--- config.mk ---
export PLATFORM = sky130hd
export DESIGN_NAME = center_roi_mean_luma_flat
export DESIGN_NICKNAME = d
export VERILOG_FILES = /design/src/hdl/crml_pkg.sv /design/src/hdl/crml_ifs.sv /design/src/hdl/crml_scan.sv /design/src/hdl/crml_div.sv /design/src/hdl/center_roi_mean_luma.sv /design/src/flat_wrapper.sv
export SDC_FILE = /design/constraint.sdc
export NUM_CORES = 1
export LEC_CHECK = 0
export BUFFER_PORTS_ARGS = -buffer_cell sky130_fd_sc_hd__buf_2
export CAP_MARGIN = 0
export CORE_MARGIN = 4
export CORE_UTILIZATION = 44
export DETAILED_ROUTE_END_ITERATION = 6
export SLEW_MARGIN = 20
export SYNTH_ARGS = -nofsm -noshare
export SYNTH_HDL_FRONTEND = slang
export SYNTH_SLANG_ARGS = --single-unit
--- constraint.sdc ---
create_clock -name clk -period 5.4 [get_ports clk]
set_input_delay 0.81 -clock clk [delete_from_list [all_inputs] [get_ports clk]]
set_output_delay 0.81 -clock clk [all_outputs]
set_load 0.005 [all_outputs]
--- src/hdl/crml_pkg.sv ---
`timescale 1ns / 1ps

package crml_pkg;

  localparam int LUMA_W = 8;
  localparam int MEAN_W = 16;
  localparam int FRAC_W = 8;
  localparam int REG_W = 13;
  localparam int IDX_W = 2;
  localparam int CNT_W = 2 * REG_W;
  localparam int SUM_W = CNT_W + LUMA_W;
  localparam int DIV_W = SUM_W + FRAC_W;
  localparam int STEP_W = $clog2(DIV_W);

  localparam int DEF_MAX_FRAME_WIDTH = 4096;
  localparam int DEF_MAX_FRAME_HEIGHT = 4096;

  localparam logic [REG_W-1:0] RST_FRAME_WIDTH = REG_W'(640);
  localparam logic [REG_W-1:0] RST_FRAME_HEIGHT = REG_W'(480);
  localparam logic [REG_W-1:0] RST_WINDOW_WIDTH = REG_W'(64);
  localparam logic [REG_W-1:0] RST_WINDOW_HEIGHT = REG_W'(64);

  localparam logic [IDX_W-1:0] REG_FRAME_WIDTH = 2'd0;
  localparam logic [IDX_W-1:0] REG_FRAME_HEIGHT = 2'd1;
  localparam logic [IDX_W-1:0] REG_WINDOW_WIDTH = 2'd2;
  localparam logic [IDX_W-1:0] REG_WINDOW_HEIGHT = 2'd3;

  localparam logic STATUS_OK = 1'b0;
  localparam logic STATUS_BAD_WINDOW = 1'b1;

  typedef enum logic [2:0] {
    S_IDLE,
    S_MUL,
    S_LOAD,
    S_DIV,
    S_HOLD
  } seq_state_t;

  typedef struct packed {
    logic hit;
    logic frame_end;
    logic win_ok;
  } scan_t;

  typedef struct packed {
    logic busy;
    logic done;
  } div_stat_t;

endpackage

--- src/hdl/crml_ifs.sv ---
`timescale 1ns / 1ps

interface crml_pix_if import crml_pkg::*; ();
  logic              valid;
  logic              ready;
  logic [LUMA_W-1:0] luma;

  modport source (output valid, output luma, input ready);
  modport sink (input valid, input luma, output ready);
endinterface

interface crml_res_if import crml_pkg::*; ();
  logic              valid;
  logic              ready;
  logic [MEAN_W-1:0] mean_luma;
  logic              status;

  modport source (output valid, output mean_luma, output status, input ready);
  modport sink (input valid, input mean_luma, input status, output ready);
endinterface

--- src/hdl/crml_scan.sv ---
`timescale 1ns / 1ps

module crml_scan import crml_pkg::*; #(
  parameter int MAX_FRAME_WIDTH = DEF_MAX_FRAME_WIDTH,
  parameter int MAX_FRAME_HEIGHT = DEF_MAX_FRAME_HEIGHT
) (
  input  logic             clk,
  input  logic             rst,
  input  logic             step,
  input  logic [REG_W-1:0] frame_width,
  input  logic [REG_W-1:0] frame_height,
  input  logic [REG_W-1:0] window_width,
  input  logic [REG_W-1:0] window_height,
  output scan_t            info
);

  localparam int PCW = $clog2(MAX_FRAME_WIDTH);
  localparam int PRW = $clog2(MAX_FRAME_HEIGHT);
  localparam int DWW = $clog2(MAX_FRAME_WIDTH + 1);
  localparam int DHW = $clog2(MAX_FRAME_HEIGHT + 1);
  localparam int XA = (DWW > DHW) ? DWW : DHW;
  localparam int XW = ((XA > REG_W) ? XA : REG_W) + 1;

  logic [PCW-1:0] col;
  logic [PRW-1:0] row;

  logic [XW-1:0] fw_raw, fh_raw, fw, fh, ww, wh;
  logic [XW-1:0] col_x, row_x, c0, r0;
  logic          last_col, last_row, win_ok, in_col, in_row;

  always_comb begin
    fw_raw = XW'(frame_width);
    fh_raw = XW'(frame_height);
    ww = XW'(window_width);
    wh = XW'(window_height);
    if (frame_width == '0) begin
      fw = XW'(1);
    end else if (fw_raw > XW'(MAX_FRAME_WIDTH)) begin
      fw = XW'(MAX_FRAME_WIDTH);
    end else begin
      fw = fw_raw;
    end
    if (frame_height == '0) begin
      fh = XW'(1);
    end else if (fh_raw > XW'(MAX_FRAME_HEIGHT)) begin
      fh = XW'(MAX_FRAME_HEIGHT);
    end else begin
      fh = fh_raw;
    end
    col_x = XW'(col);
    row_x = XW'(row);
    last_col = (col_x + XW'(1)) >= fw;
    last_row = (row_x + XW'(1)) >= fh;
    win_ok = (ww != '0) && (wh != '0) && (ww <= fw) && (wh <= fh);
    c0 = (fw - ww) >> 1;
    r0 = (fh - wh) >> 1;
    in_col = (col_x >= c0) && (col_x < c0 + ww);
    in_row = (row_x >= r0) && (row_x < r0 + wh);
    info.hit = win_ok && in_col && in_row;
    info.frame_end = last_col && last_row;
    info.win_ok = win_ok;
  end

  always_ff @(posedge clk) begin
    if (rst) begin
      col <= '0;
      row <= '0;
    end else if (step) begin
      if (last_col) begin
        col <= '0;
        if (last_row) begin
          row <= '0;
        end else begin
          row <= row + PRW'(1);
        end
      end else begin
        col <= col + PCW'(1);
      end
    end
  end

endmodule

--- src/hdl/crml_div.sv ---
`timescale 1ns / 1ps

module crml_div import crml_pkg::*; (
  input  logic              clk,
  input  logic              rst,
  input  logic              start,
  input  logic [SUM_W-1:0]  sum,
  input  logic [CNT_W-1:0]  count,
  output logic [MEAN_W-1:0] quotient,
  output div_stat_t         stat
);

  logic [CNT_W-1:0]  rem;
  logic [DIV_W-1:0]  lo;
  logic [STEP_W-1:0] cnt;
  logic              busy;
  logic              done;

  logic [CNT_W:0]   trial;
  logic [CNT_W:0]   diff;
  logic             ge;
  logic [CNT_W-1:0] rem_next;

  // one restoring step per cycle, remainder stays below the divisor
  always_comb begin
    trial = {rem, lo[DIV_W-1]};
    ge = trial >= {1'b0, count};
    diff = trial - {1'b0, count};
    rem_next = ge ? diff[CNT_W-1:0] : trial[CNT_W-1:0];
  end

  always_ff @(posedge clk) begin
    if (rst) begin
      busy <= 1'b0;
      done <= 1'b0;
      cnt <= '0;
    end else begin
      done <= 1'b0;
      if (start) begin
        busy <= 1'b1;
        cnt <= STEP_W'(DIV_W - 1);
      end else if (busy) begin
        cnt <= cnt - STEP_W'(1);
        if (cnt == '0) begin
          busy <= 1'b0;
          done <= 1'b1;
        end
      end
    end
  end

  // full quotient bits shift through, only the low MEAN_W bits are kept
  always_ff @(posedge clk) begin
    if (start) begin
      rem <= '0;
      lo <= {sum, {FRAC_W{1'b0}}};
    end else if (busy) begin
      rem <= rem_next;
      lo <= lo << 1;
      quotient <= {quotient[MEAN_W-2:0], ge};
    end
  end

  assign stat.busy = busy;
  assign stat.done = done;

  a_div_len: assert property (@(posedge clk) disable iff (rst)
    start |-> ##(DIV_W + 1) done)
    else $error("divider did not finish in the expected number of steps");

  a_done_idle: assert property (@(posedge clk) disable iff (rst)
    done |-> !busy)
    else $error("divider done while still busy");

endmodule

--- src/hdl/center_roi_mean_luma.sv ---
`timescale 1ns / 1ps

// Mean luma of a window centered in the frame.
// pixel: one luma byte per transfer, raster order. The block counts columns
// and rows itself and wraps at frame_width x frame_height (clamped to 1 and
// to MAX_FRAME_WIDTH / MAX_FRAME_HEIGHT).
// result: one transfer per frame, after its last pixel: mean_luma is the
// window mean as unsigned 8.8, truncated; status 1 flags an empty or
// oversized window, with mean_luma 0.
// Config: wr_en / wr_index / wr_data write frame_width, frame_height,
// window_width, window_height (index 0..3); write only while idle.
// Throughput: one pixel per cycle except the last pixel of a frame, which
// holds pixel.ready low through a multiply state for the window area, a
// load state, the restoring divider (42 quotient bits, one per cycle, and a
// finishing step) and a handoff state, which also waits while a stalled
// result holds the output register. An empty or oversized window skips the
// division and goes straight to the handoff state.
// Reset: registers return to 640x480 with a 64x64 window, position and sum
// clear, no result pending. A stalled result sits in the output register;
// pixels keep flowing until the next frame's result needs that register.
module center_roi_mean_luma import crml_pkg::*; #(
  parameter int MAX_FRAME_WIDTH = DEF_MAX_FRAME_WIDTH,
  parameter int MAX_FRAME_HEIGHT = DEF_MAX_FRAME_HEIGHT
) (
  input  logic             clk,
  input  logic             rst,
  input  logic             wr_en,
  input  logic [IDX_W-1:0] wr_index,
  input  logic [REG_W-1:0] wr_data,
  crml_pix_if.sink         pixel,
  crml_res_if.source       result
);

  logic [REG_W-1:0] frame_width, frame_height, window_width, window_height;

  seq_state_t state, state_next;

  logic [SUM_W-1:0]  sum;
  logic [SUM_W-1:0]  sum_hit;
  logic [SUM_W-1:0]  sum_final;
  logic [CNT_W-1:0]  count;
  logic              bad_win;
  logic              res_valid;
  logic [MEAN_W-1:0] res_mean;
  logic              res_status;

  logic              take;
  logic              load_res;
  logic              div_start;
  logic [MEAN_W-1:0] quotient;
  div_stat_t         stat;
  scan_t             info;

  always_ff @(posedge clk) begin
    if (rst) begin
      frame_width <= RST_FRAME_WIDTH;
      frame_height <= RST_FRAME_HEIGHT;
      window_width <= RST_WINDOW_WIDTH;
      window_height <= RST_WINDOW_HEIGHT;
    end else if (wr_en) begin
      unique case (wr_index)
        REG_FRAME_WIDTH:   frame_width <= wr_data;
        REG_FRAME_HEIGHT:  frame_height <= wr_data;
        REG_WINDOW_WIDTH:  window_width <= wr_data;
        REG_WINDOW_HEIGHT: window_height <= wr_data;
        default: ;
      endcase
    end
  end

  crml_scan #(
    .MAX_FRAME_WIDTH(MAX_FRAME_WIDTH),
    .MAX_FRAME_HEIGHT(MAX_FRAME_HEIGHT)
  ) u_scan (
    .clk(clk),
    .rst(rst),
    .step(take),
    .frame_width(frame_width),
    .frame_height(frame_height),
    .window_width(window_width),
    .window_height(window_height),
    .info(info)
  );

  crml_div u_div (
    .clk(clk),
    .rst(rst),
    .start(div_start),
    .sum(sum_final),
    .count(count),
    .quotient(quotient),
    .stat(stat)
  );

  assign pixel.ready = (state == S_IDLE);
  assign take = pixel.valid && pixel.ready;
  assign sum_hit = info.hit ? sum + SUM_W'(pixel.luma) : sum;

  always_comb begin
    state_next = state;
    div_start = 1'b0;
    load_res = 1'b0;
    unique case (state)
      S_IDLE: begin
        if (take && info.frame_end) begin
          state_next = info.win_ok ? S_MUL : S_HOLD;
        end
      end
      S_MUL: begin
        state_next = S_LOAD;
      end
      S_LOAD: begin
        div_start = 1'b1;
        state_next = S_DIV;
      end
      S_DIV: begin
        if (stat.done) begin
          state_next = S_HOLD;
        end
      end
      S_HOLD: begin
        if (!res_valid || result.ready) begin
          load_res = 1'b1;
          state_next = S_IDLE;
        end
      end
      default: state_next = S_IDLE;
    endcase
  end

  always_ff @(posedge clk) begin
    if (rst) begin
      state <= S_IDLE;
      sum <= '0;
      res_valid <= 1'b0;
    end else begin
      state <= state_next;
      if (take) begin
        sum <= info.frame_end ? '0 : sum_hit;
      end
      if (load_res) begin
        res_valid <= 1'b1;
      end else if (result.ready) begin
        res_valid <= 1'b0;
      end
    end
  end

  always_ff @(posedge clk) begin
    if (take && info.frame_end) begin
      sum_final <= sum_hit;
      bad_win <= !info.win_ok;
    end
    if (state == S_MUL) begin
      count <= CNT_W'(window_width) * CNT_W'(window_height);
    end
    if (load_res) begin
      res_mean <= bad_win ? '0 : quotient;
      res_status <= bad_win ? STATUS_BAD_WINDOW : STATUS_OK;
    end
  end

  assign result.valid = res_valid;
  assign result.mean_luma = res_mean;
  assign result.status = res_status;

  a_busy_stall: assert property (@(posedge clk) disable iff (rst)
    (state != S_IDLE) |-> !pixel.ready)
    else $error("pixel taken while a frame result is in progress");

  a_done_in_div: assert property (@(posedge clk) disable iff (rst)
    stat.done |-> (state == S_DIV))
    else $error("divider finished outside the divide phase");

  a_bad_zero: assert property (@(posedge clk) disable iff (rst)
    (result.valid && (result.status == STATUS_BAD_WINDOW)) |-> (result.mean_luma == '0))
    else $error("bad window result carries a nonzero mean");

endmodule
--- src/flat_wrapper.sv ---
// flat-port wrapper written by rule: the top's interface ports become plain ports
module center_roi_mean_luma_flat import crml_pkg::*;
#(
  parameter int MAX_FRAME_WIDTH = DEF_MAX_FRAME_WIDTH,
  parameter int MAX_FRAME_HEIGHT = DEF_MAX_FRAME_HEIGHT
)
  (clk, rst, wr_en, wr_index, wr_data, pixel_valid, pixel_luma, pixel_ready, result_valid, result_mean_luma, result_status, result_ready);
  crml_pix_if pixel_i ();
  crml_res_if result_i ();
  input  logic clk;
  input  logic rst;
  input  logic wr_en;
  input  logic [IDX_W-1:0] wr_index;
  input  logic [REG_W-1:0] wr_data;
  input wire logic [$bits(pixel_i.valid)-1:0] pixel_valid;
  input wire logic [$bits(pixel_i.luma)-1:0] pixel_luma;
  output wire logic [$bits(pixel_i.ready)-1:0] pixel_ready;
  output wire logic [$bits(result_i.valid)-1:0] result_valid;
  output wire logic [$bits(result_i.mean_luma)-1:0] result_mean_luma;
  output wire logic [$bits(result_i.status)-1:0] result_status;
  input wire logic [$bits(result_i.ready)-1:0] result_ready;
  assign pixel_i.valid = pixel_valid;
  assign pixel_i.luma = pixel_luma;
  assign pixel_ready = pixel_i.ready;
  assign result_valid = result_i.valid;
  assign result_mean_luma = result_i.mean_luma;
  assign result_status = result_i.status;
  assign result_i.ready = result_ready;
  center_roi_mean_luma #(.MAX_FRAME_WIDTH(MAX_FRAME_WIDTH), .MAX_FRAME_HEIGHT(MAX_FRAME_HEIGHT)) u_core (.clk(clk), .rst(rst), .wr_en(wr_en), .wr_index(wr_index), .wr_data(wr_data), .pixel(pixel_i), .result(result_i));
endmodule
==> results.sh, run 1 <==
export IMPL_status="complete, but fails checks"
export IMPL_failed_checks="negative setup slack"
export IMPL_die_area_sq_um=55320
export IMPL_synth_area_sq_um=22710
export IMPL_gp_congestion=0.8961
export IMPL_num_vias=19470
export IMPL_hold_depth=0
export IMPL_cts_tree="built"
export IMPL_cp_arrival_ns=5.86
export IMPL_cts_sink_count=276
export IMPL_setup_violations=24
export IMPL_insertion_delay_ns=0.61
export IMPL_end_kind="flip-flop"
export IMPL_hold_buffers=0
export IMPL_timing_fmax_mhz=181.2
export IMPL_grt_max_degree=61
export IMPL_synth_ff_type="dfxtp_1"
export IMPL_antenna_found_initial=2
export IMPL_synth_warnings=0
export IMPL_grt_overflow_total=0
export IMPL_synth_area_per_cell_sq_um=8.719
export IMPL_syn_to_final_growth_pct=22.63
export IMPL_slowest_delay_ns=0.37
export IMPL_period_minus_slack_ns=5.519
export IMPL_rows=82
export IMPL_cts_made_buffers=31
export IMPL_yosysTopAreaCell="edfxtp_1"
export IMPL_grtUsageTotal_pct=21.63
export IMPL_tightestPinTransition_ns=0.9734
export IMPL_crit_type="reg2reg"
export IMPL_hold_ws_ns=0.4449
export IMPL_syn_instance_count=2605
export IMPL_path_clk_slew_ns=0.06
export IMPL_vias_per_cell=5.472
export IMPL_cp_slowest_cell="a311o_2"
export IMPL_fin_crit_sh_pct=102.2
export IMPL_clock_tree_root_cell="clkbuf_16"
export IMPL_hold_violations=0
export IMPL_startpoint_type="flip-flop"
export IMPL_first_pass_iters=5
export IMPL_die_h_um=235.2
export IMPL_htree_levels=1
export IMPL_post_route_drc_count=0
export IMPL_nFillCells=4573
export IMPL_dp_hpwl_mm=47.92
export IMPL_grt_pass1_vias=18910
export IMPL_synth_seq_cells=276
export IMPL_yosysTopAreaCellShare_pct=16.92
export IMPL_wl_per_cell_um=17.93
export IMPL_synth_edf_count=128
export IMPL_fin_skew_ns=0.02271
export IMPL_relSlewSlack_pct=34.87
export IMPL_worst_slack_ns=-0.1186
export IMPL_initial_core_util_pct=44.90
export IMPL_utilization_pct=55.06
export IMPL_min_path_type="reg2reg"
export IMPL_num_nets_final=3250
export IMPL_grt_pass1_wl_mm=99.19
export IMPL_clk_path_buf_depth=3
export IMPL_ir_worst_vdd_v=0.0002328
export IMPL_path_max_fanout=8
export IMPL_yosysUniqueCellTypes=85
export IMPL_io_buffer_count=46
export IMPL_drt_iter0_markers=1094
export IMPL_diodes=0
export IMPL_power_density_nw_per_um2=249.8
export IMPL_slew_viol_final=0
export IMPL_io_pins=47
export IMPL_die_w_um=235.2
export IMPL_maxCapViolations=0
export IMPL_syn_nets=2993
export IMPL_p_leak_nw=12.84
export IMPL_rsz0062_at_grt="true"
export IMPL_yosysSeqAreaShare_pct=29.97
export IMPL_wl_mm=63.83
export IMPL_drtAntennaViolNets=0
export IMPL_cp_required_ns=5.74
export IMPL_drive_gt1_share_pct=20.09
export IMPL_ys_async_sr_fraction_pct=0
export IMPL_core_area_sq_um=50580
export IMPL_r2r_cells=30
export IMPL_ys_top_cells_by_area="edfxtp_1 (17%), dfxtp_1 (13%), ha_1 (13%)"
==> layer usage <==
layer | vias up | track usage (%) | wire (um)
met5 | - | 0 | 21
met2 | 502 | 35.69 | 29840
li1 | 9450 | - | -
met3 | 115 | 3.386 | 3238
met1 | 9403 | 29.40 | 28570
met4 | 4 | 6.731 | 2153
==> where the power goes <==
group / switching, mW / total (mW) / internal [mW]
Sequential: 0.127 / 2.50 / 2.37
Clock: 0.908 / 2.16 / 1.26
Combinational: 1.31 / 2.29 / 0.983
Total: 2.34 / 6.96 / 4.61
==> cell type report <==
cell class	instances	area, sq um	area share [%]
repair buffers	322	2695	9.677
multi-input cells	1955	15390	55.25
clock inverters	23	230.2	0.8266
clock buffers	35	800.8	2.875
flip-flops and latches	276	6855	24.61
well taps	672	840.8	3.019
inverters	276	1042	3.742
==> logic make-up (layout without fill, tap and decap cells) <==
| family | count (synthesis) | count (layout) | synth area share, % |
|---|---|---|---|
| XOR/XNOR | 135 | 135 | 5.206 |
| flip-flops | 276 | 276 | 29.97 |
| AO/OA/AOI/OAI | 504 | 504 | 14.14 |
| buffers and inverters | 374 | 656 | 6.407 |
| AND/OR/NAND/NOR | 937 | 937 | 19.36 |
| adder cells (fa/ha/maj) | 361 | 361 | 24.08 |
| multiplexers | 18 | 18 | 0.8319 |
==> per-stage QoR <==
step	TNS (ns)	setup WS, ns	power (mW)	area (sq um)	instances
after global routing	-16.59	-0.3834	7.368	27850	3559
after CTS	-0.09994	-0.02598	6.906	26650	3521
after detailed placement	-7.951	-0.2670	4.640	24960	3419
final	-1.506	-0.1186	6.958	27850	3559
after global placement	-4.077	-0.1935	4.585	24960	3419
after floorplan	0	0.01879	4.033	22710	2605
==> timing repair <==
item | 4_1_cts | 5_1_grt
setup buffers | 43 | 42
gates cloned | 1 | 5
endpoints found under the hold margin | 0 | 0
pin swaps | 47 | 140
endpoints found under the setup margin | 67 | 107
resized for setup | 87 | 188
==> worst max-delay path: cells and delay by family (launching register included) <==
kind	cells	cell delay (ns)
AOI/OAI and AO/OA	9	1.44
xor gates and xnor gates	3	0.55
adders and majority gates	4	0.93
buffers and inverters	7	0.84
DFF	1	0.33
and+or+nand+nor	7	1.15
==> cell usage in the layout, fill, tap and decap left out, types with 54 or more instances in the layout <==
cell / n
nand2_1: 429
inv_1: 261
buf_4: 227
ha_1: 221
a21oi_1: 157
nor2_1: 142
edfxtp_1: 128
fa_1: 124
dfxtp_1: 115
o21ai_0: 91
xor2_1: 62
xnor2_1: 58
nand3_1: 54
==> state kept, by name, summed over array words and instances (netlist names) <==
name and count:
u_core.u_div.cnt 6, u_core.result.mean_luma 16, u_core.window_height 13, u_core.frame_width 13
u_core.u_scan.row 12, u_core.sum 34, u_core.result.status 1, u_core.count 26
u_core.sum_final 34, u_core.u_div.rem 26, u_core.u_div.quotient 16, u_core.frame_height 13
u_core.u_div.lo 34, u_core.u_scan.col 12, u_core.bad_win 1, u_core.window_width 13
u_core.u_div.busy 1, u_core.state 3, u_core.u_div.done 1, u_core.result.valid 1
==> final timing paths <==
| kind | start | end | slack, ns |
|---|---|---|---|
| min | u_core.u_div.quotient[10] | u_core.u_div.quotient[11] | 0.44 |
| max | u_core.frame_height[1] | u_core.sum_final[24] | -0.12 |
| max reg2reg | u_core.frame_height[1] | u_core.sum_final[24] | -0.12 |
| min reg2reg | u_core.u_div.quotient[10] | u_core.u_div.quotient[11] | 0.44 |
==> cells in the mapped netlist (all sizes together), types with 7 or more instances <==
cell type and instances:
nand3b 17, and3 36, nor2b 32, o21a 26
mux2 7, nor4 19, xor2 65, or3 10
nand2 441, nor3 47, o21ai 107, and2 33
clkbuf 80, xnor2 70, or4 13, a21oi 171
a211oi 13, a22o 13, o211ai 20, inv 271
dfxtp 148, or2 11, mux2i 11, a211o 7
nand2b 26, a21o 37, buf 18, edfxtp 128
o21bai 11, a31oi 21, fa 127, ha 233
nand4 25, nor2 148, nand3 60
No activity file was read; power rests on OpenSTA's default activity.
==> run 2, diff against run 1 <==
--- a/config.mk
+++ b/config.mk
@@ -13,4 +13,5 @@
 export SLEW_MARGIN = 20
 export SYNTH_ARGS = -nofsm -noshare
 export SYNTH_HDL_FRONTEND = slang
+export SYNTH_HIERARCHICAL = 1
 export SYNTH_SLANG_ARGS = --single-unit
==> results.sh, run 2 <==
export IMPL_gp_congestion=0.9026
export IMPL_antenna_found_initial=1
export IMPL_core_area_sq_um=51720
export IMPL_wl_per_cell_um=16.49
export IMPL_clock_tree_root_cell="clkbuf_16"
export IMPL_wl_met3_mm=2.517
export IMPL_relSlewSlack_pct=33.67
export IMPL_drive_gt1_share_pct=21.88
export IMPL_slowest_delay_ns=0.40
export IMPL_drtAntennaViolNets=0
export IMPL_wl_met1_mm=26.14
export IMPL_drt_iter0_markers=948
export IMPL_rows=83
export IMPL_place_ws_ns=-0.8576
export IMPL_grt_pass1_wl_mm=97.15
export IMPL_path_clk_slew_ns=0.06
export IMPL_slew_viol_final=0
export IMPL_met2_length_mm=29.09
export IMPL_first_pass_iters=5
export IMPL_io_pins=47
export IMPL_num_vias=19430
export IMPL_p_leak_nw=12.72
export IMPL_top_layer="met5"
export IMPL_hold_buffers=0
export IMPL_num_nets_final=3263
export IMPL_syn_nets=2984
export IMPL_r2r_slack_ns=-0.70
export IMPL_cp_required_ns=5.92
export IMPL_fin_crit_sh_pct=113.0
export IMPL_min_path_type="reg2reg"
export IMPL_cp_arrival_ns=6.62
export IMPL_initial_core_util_pct=44.75
export IMPL_grt_pass1_vias=19760
export IMPL_rsz0062_at_grt="true"
export IMPL_timing_fmax_mhz=163.8
export IMPL_multi_input_area_sq_um=15630
export IMPL_setup_violations=68
export IMPL_io_buffer_count=46
export IMPL_tightestPinTransition_ns=0.9950
export IMPL_synth_area_per_cell_sq_um=8.921
export IMPL_placed_cells=3482
export IMPL_regArea_sq_um=6827
export IMPL_crit_type="reg2reg"
export IMPL_fin_skew_ns=0.01337
export IMPL_die_area_sq_um=56330
export IMPL_die_w_um=237.3
export IMPL_path_max_fanout=6
export IMPL_cts_sink_count=276
export IMPL_min_from="u_core/u_div/quotient[14]"
export IMPL_nFillCells=4710
export IMPL_period_minus_slack_ns=6.104
export IMPL_top_regs="u_core/sum: 34 flops, u_core/sum_final: 34 flops, u_core/u_div/lo: 34 flops"
export IMPL_cp_common_cell="buf_4"
export IMPL_vias_per_cell=5.429
export IMPL_hold_path_end="u_core/u_div/quotient[15]"
export IMPL_hold_depth=0
export IMPL_synth_warnings=6
export IMPL_end_kind="flip-flop"
export IMPL_stdcell_count=3579
export IMPL_die_h_um=237.3
export IMPL_grt_max_degree=92
export IMPL_regToRegStartpoint="u_core/frame_height[7]"
export IMPL_clk_path_buf_depth=3
export IMPL_final_common_cell="nand2_1"
export IMPL_grtUsageTotal_pct=20.35
export IMPL_insertion_delay_ns=0.59
export IMPL_cp_slowest_cell="fa_2"
export IMPL_synth_area_sq_um=23140
export IMPL_worst_slack_ns=-0.7040
export IMPL_cts_made_buffers=31
export IMPL_r2r_cells=31
export IMPL_grt_overflow_total=0
export IMPL_syn_to_final_growth_pct=22.07
export IMPL_startpoint_type="flip-flop"
export IMPL_dp_hpwl_mm=44.01
export IMPL_wl_mm=59.01
export IMPL_final_cell_mix="nand2_1 (310), inv_1 (305), buf_4 (261)"
export IMPL_failed_checks="negative setup slack"
export IMPL_total_power_mw=7.406
export IMPL_reg2reg_to="u_core/sum[13]"
export IMPL_cts_tree="built"
export IMPL_htree_levels=1
export IMPL_ir_worst_vdd_v=0.0002803
export IMPL_hold_violations=0
export IMPL_post_route_drc_count=0
export IMPL_power_density_nw_per_um2=262.2
export IMPL_maxCapViolations=0
export IMPL_syn_instance_count=2594
export IMPL_status="complete, but fails checks"
-- run 2: worst max-delay path, delay by kind of cell, from the launching register on --
family | cells | cell delay [ns]
adders and majority gates | 3 | 0.86
and+or+nand+nor | 11 | 1.94
AOI/OAI and AO/OA | 9 | 1.84
DFF | 1 | 0.34
xor gates and xnor gates | 1 | 0.18
buffers and inverters | 7 | 0.86
-- run 2: worst max-delay path by stage --
stage                                 endpoint                     from
after floorplan                 u_core/sum[31]  u_core/frame_height[12]
after global placement          u_core/sum[31]   u_core/frame_height[4]
after detailed placement        u_core/sum[31]   u_core/frame_height[4]
after CTS                       u_core/sum[32]   u_core/frame_height[4]
after global routing      u_core/sum_final[28]   u_core/frame_height[7]
final                           u_core/sum[13]   u_core/frame_height[7]
-- run 2: area by class of cell --
type | count | area share, %
antenna | 1 | 0.008859
clock buffer | 50 | 3.393
clock inverter | 8 | 0.4164
inverter | 313 | 4.177
multi-input combinational | 1906 | 55.33
sequential | 276 | 24.17
tap | 680 | 3.012
timing repair buffer | 345 | 9.501
-- run 2: per-layer routing --
layer | vias to the layer above | global-route usage (%)
met3 | 99 | 2.541
met4 | 2 | 4.459
met2 | 395 | 36.28
li1 | 9486 | -
met1 | 9448 | 26.58
met5 | - | 0
-- run 2: stage by stage --
step	hold slack, ns	utilization [%]	instance area (sq um)	setup TNS, ns
2_1_floorplan	0.4180	-	23270	-1.108
3_5_place_dp	0.4284	50.17	25940	-39.46
3_3_place_gp	0.4250	50.17	25940	-31.86
4_1_cts	0.4465	53.42	27630	-24.56
5_1_grt	0.4606	54.62	28250	-52.31
6_report	0.4431	54.62	28250	-34.89
-- run 2: repair_timing --
action / CTS / global route
buffers inserted: 27 / 15
gates resized for setup: 104 / 117
cloned: 1 / 0
hold endpoints to repair: 0 / 0
setup endpoints to repair: 72 / 79
pin swaps: 63 / 75
-- run 2: power by group --
group / internal [mW] / switching (mW)
registers: 2.39 / 0.131
clock network: 1.31 / 0.868
logic: 1.21 / 1.50
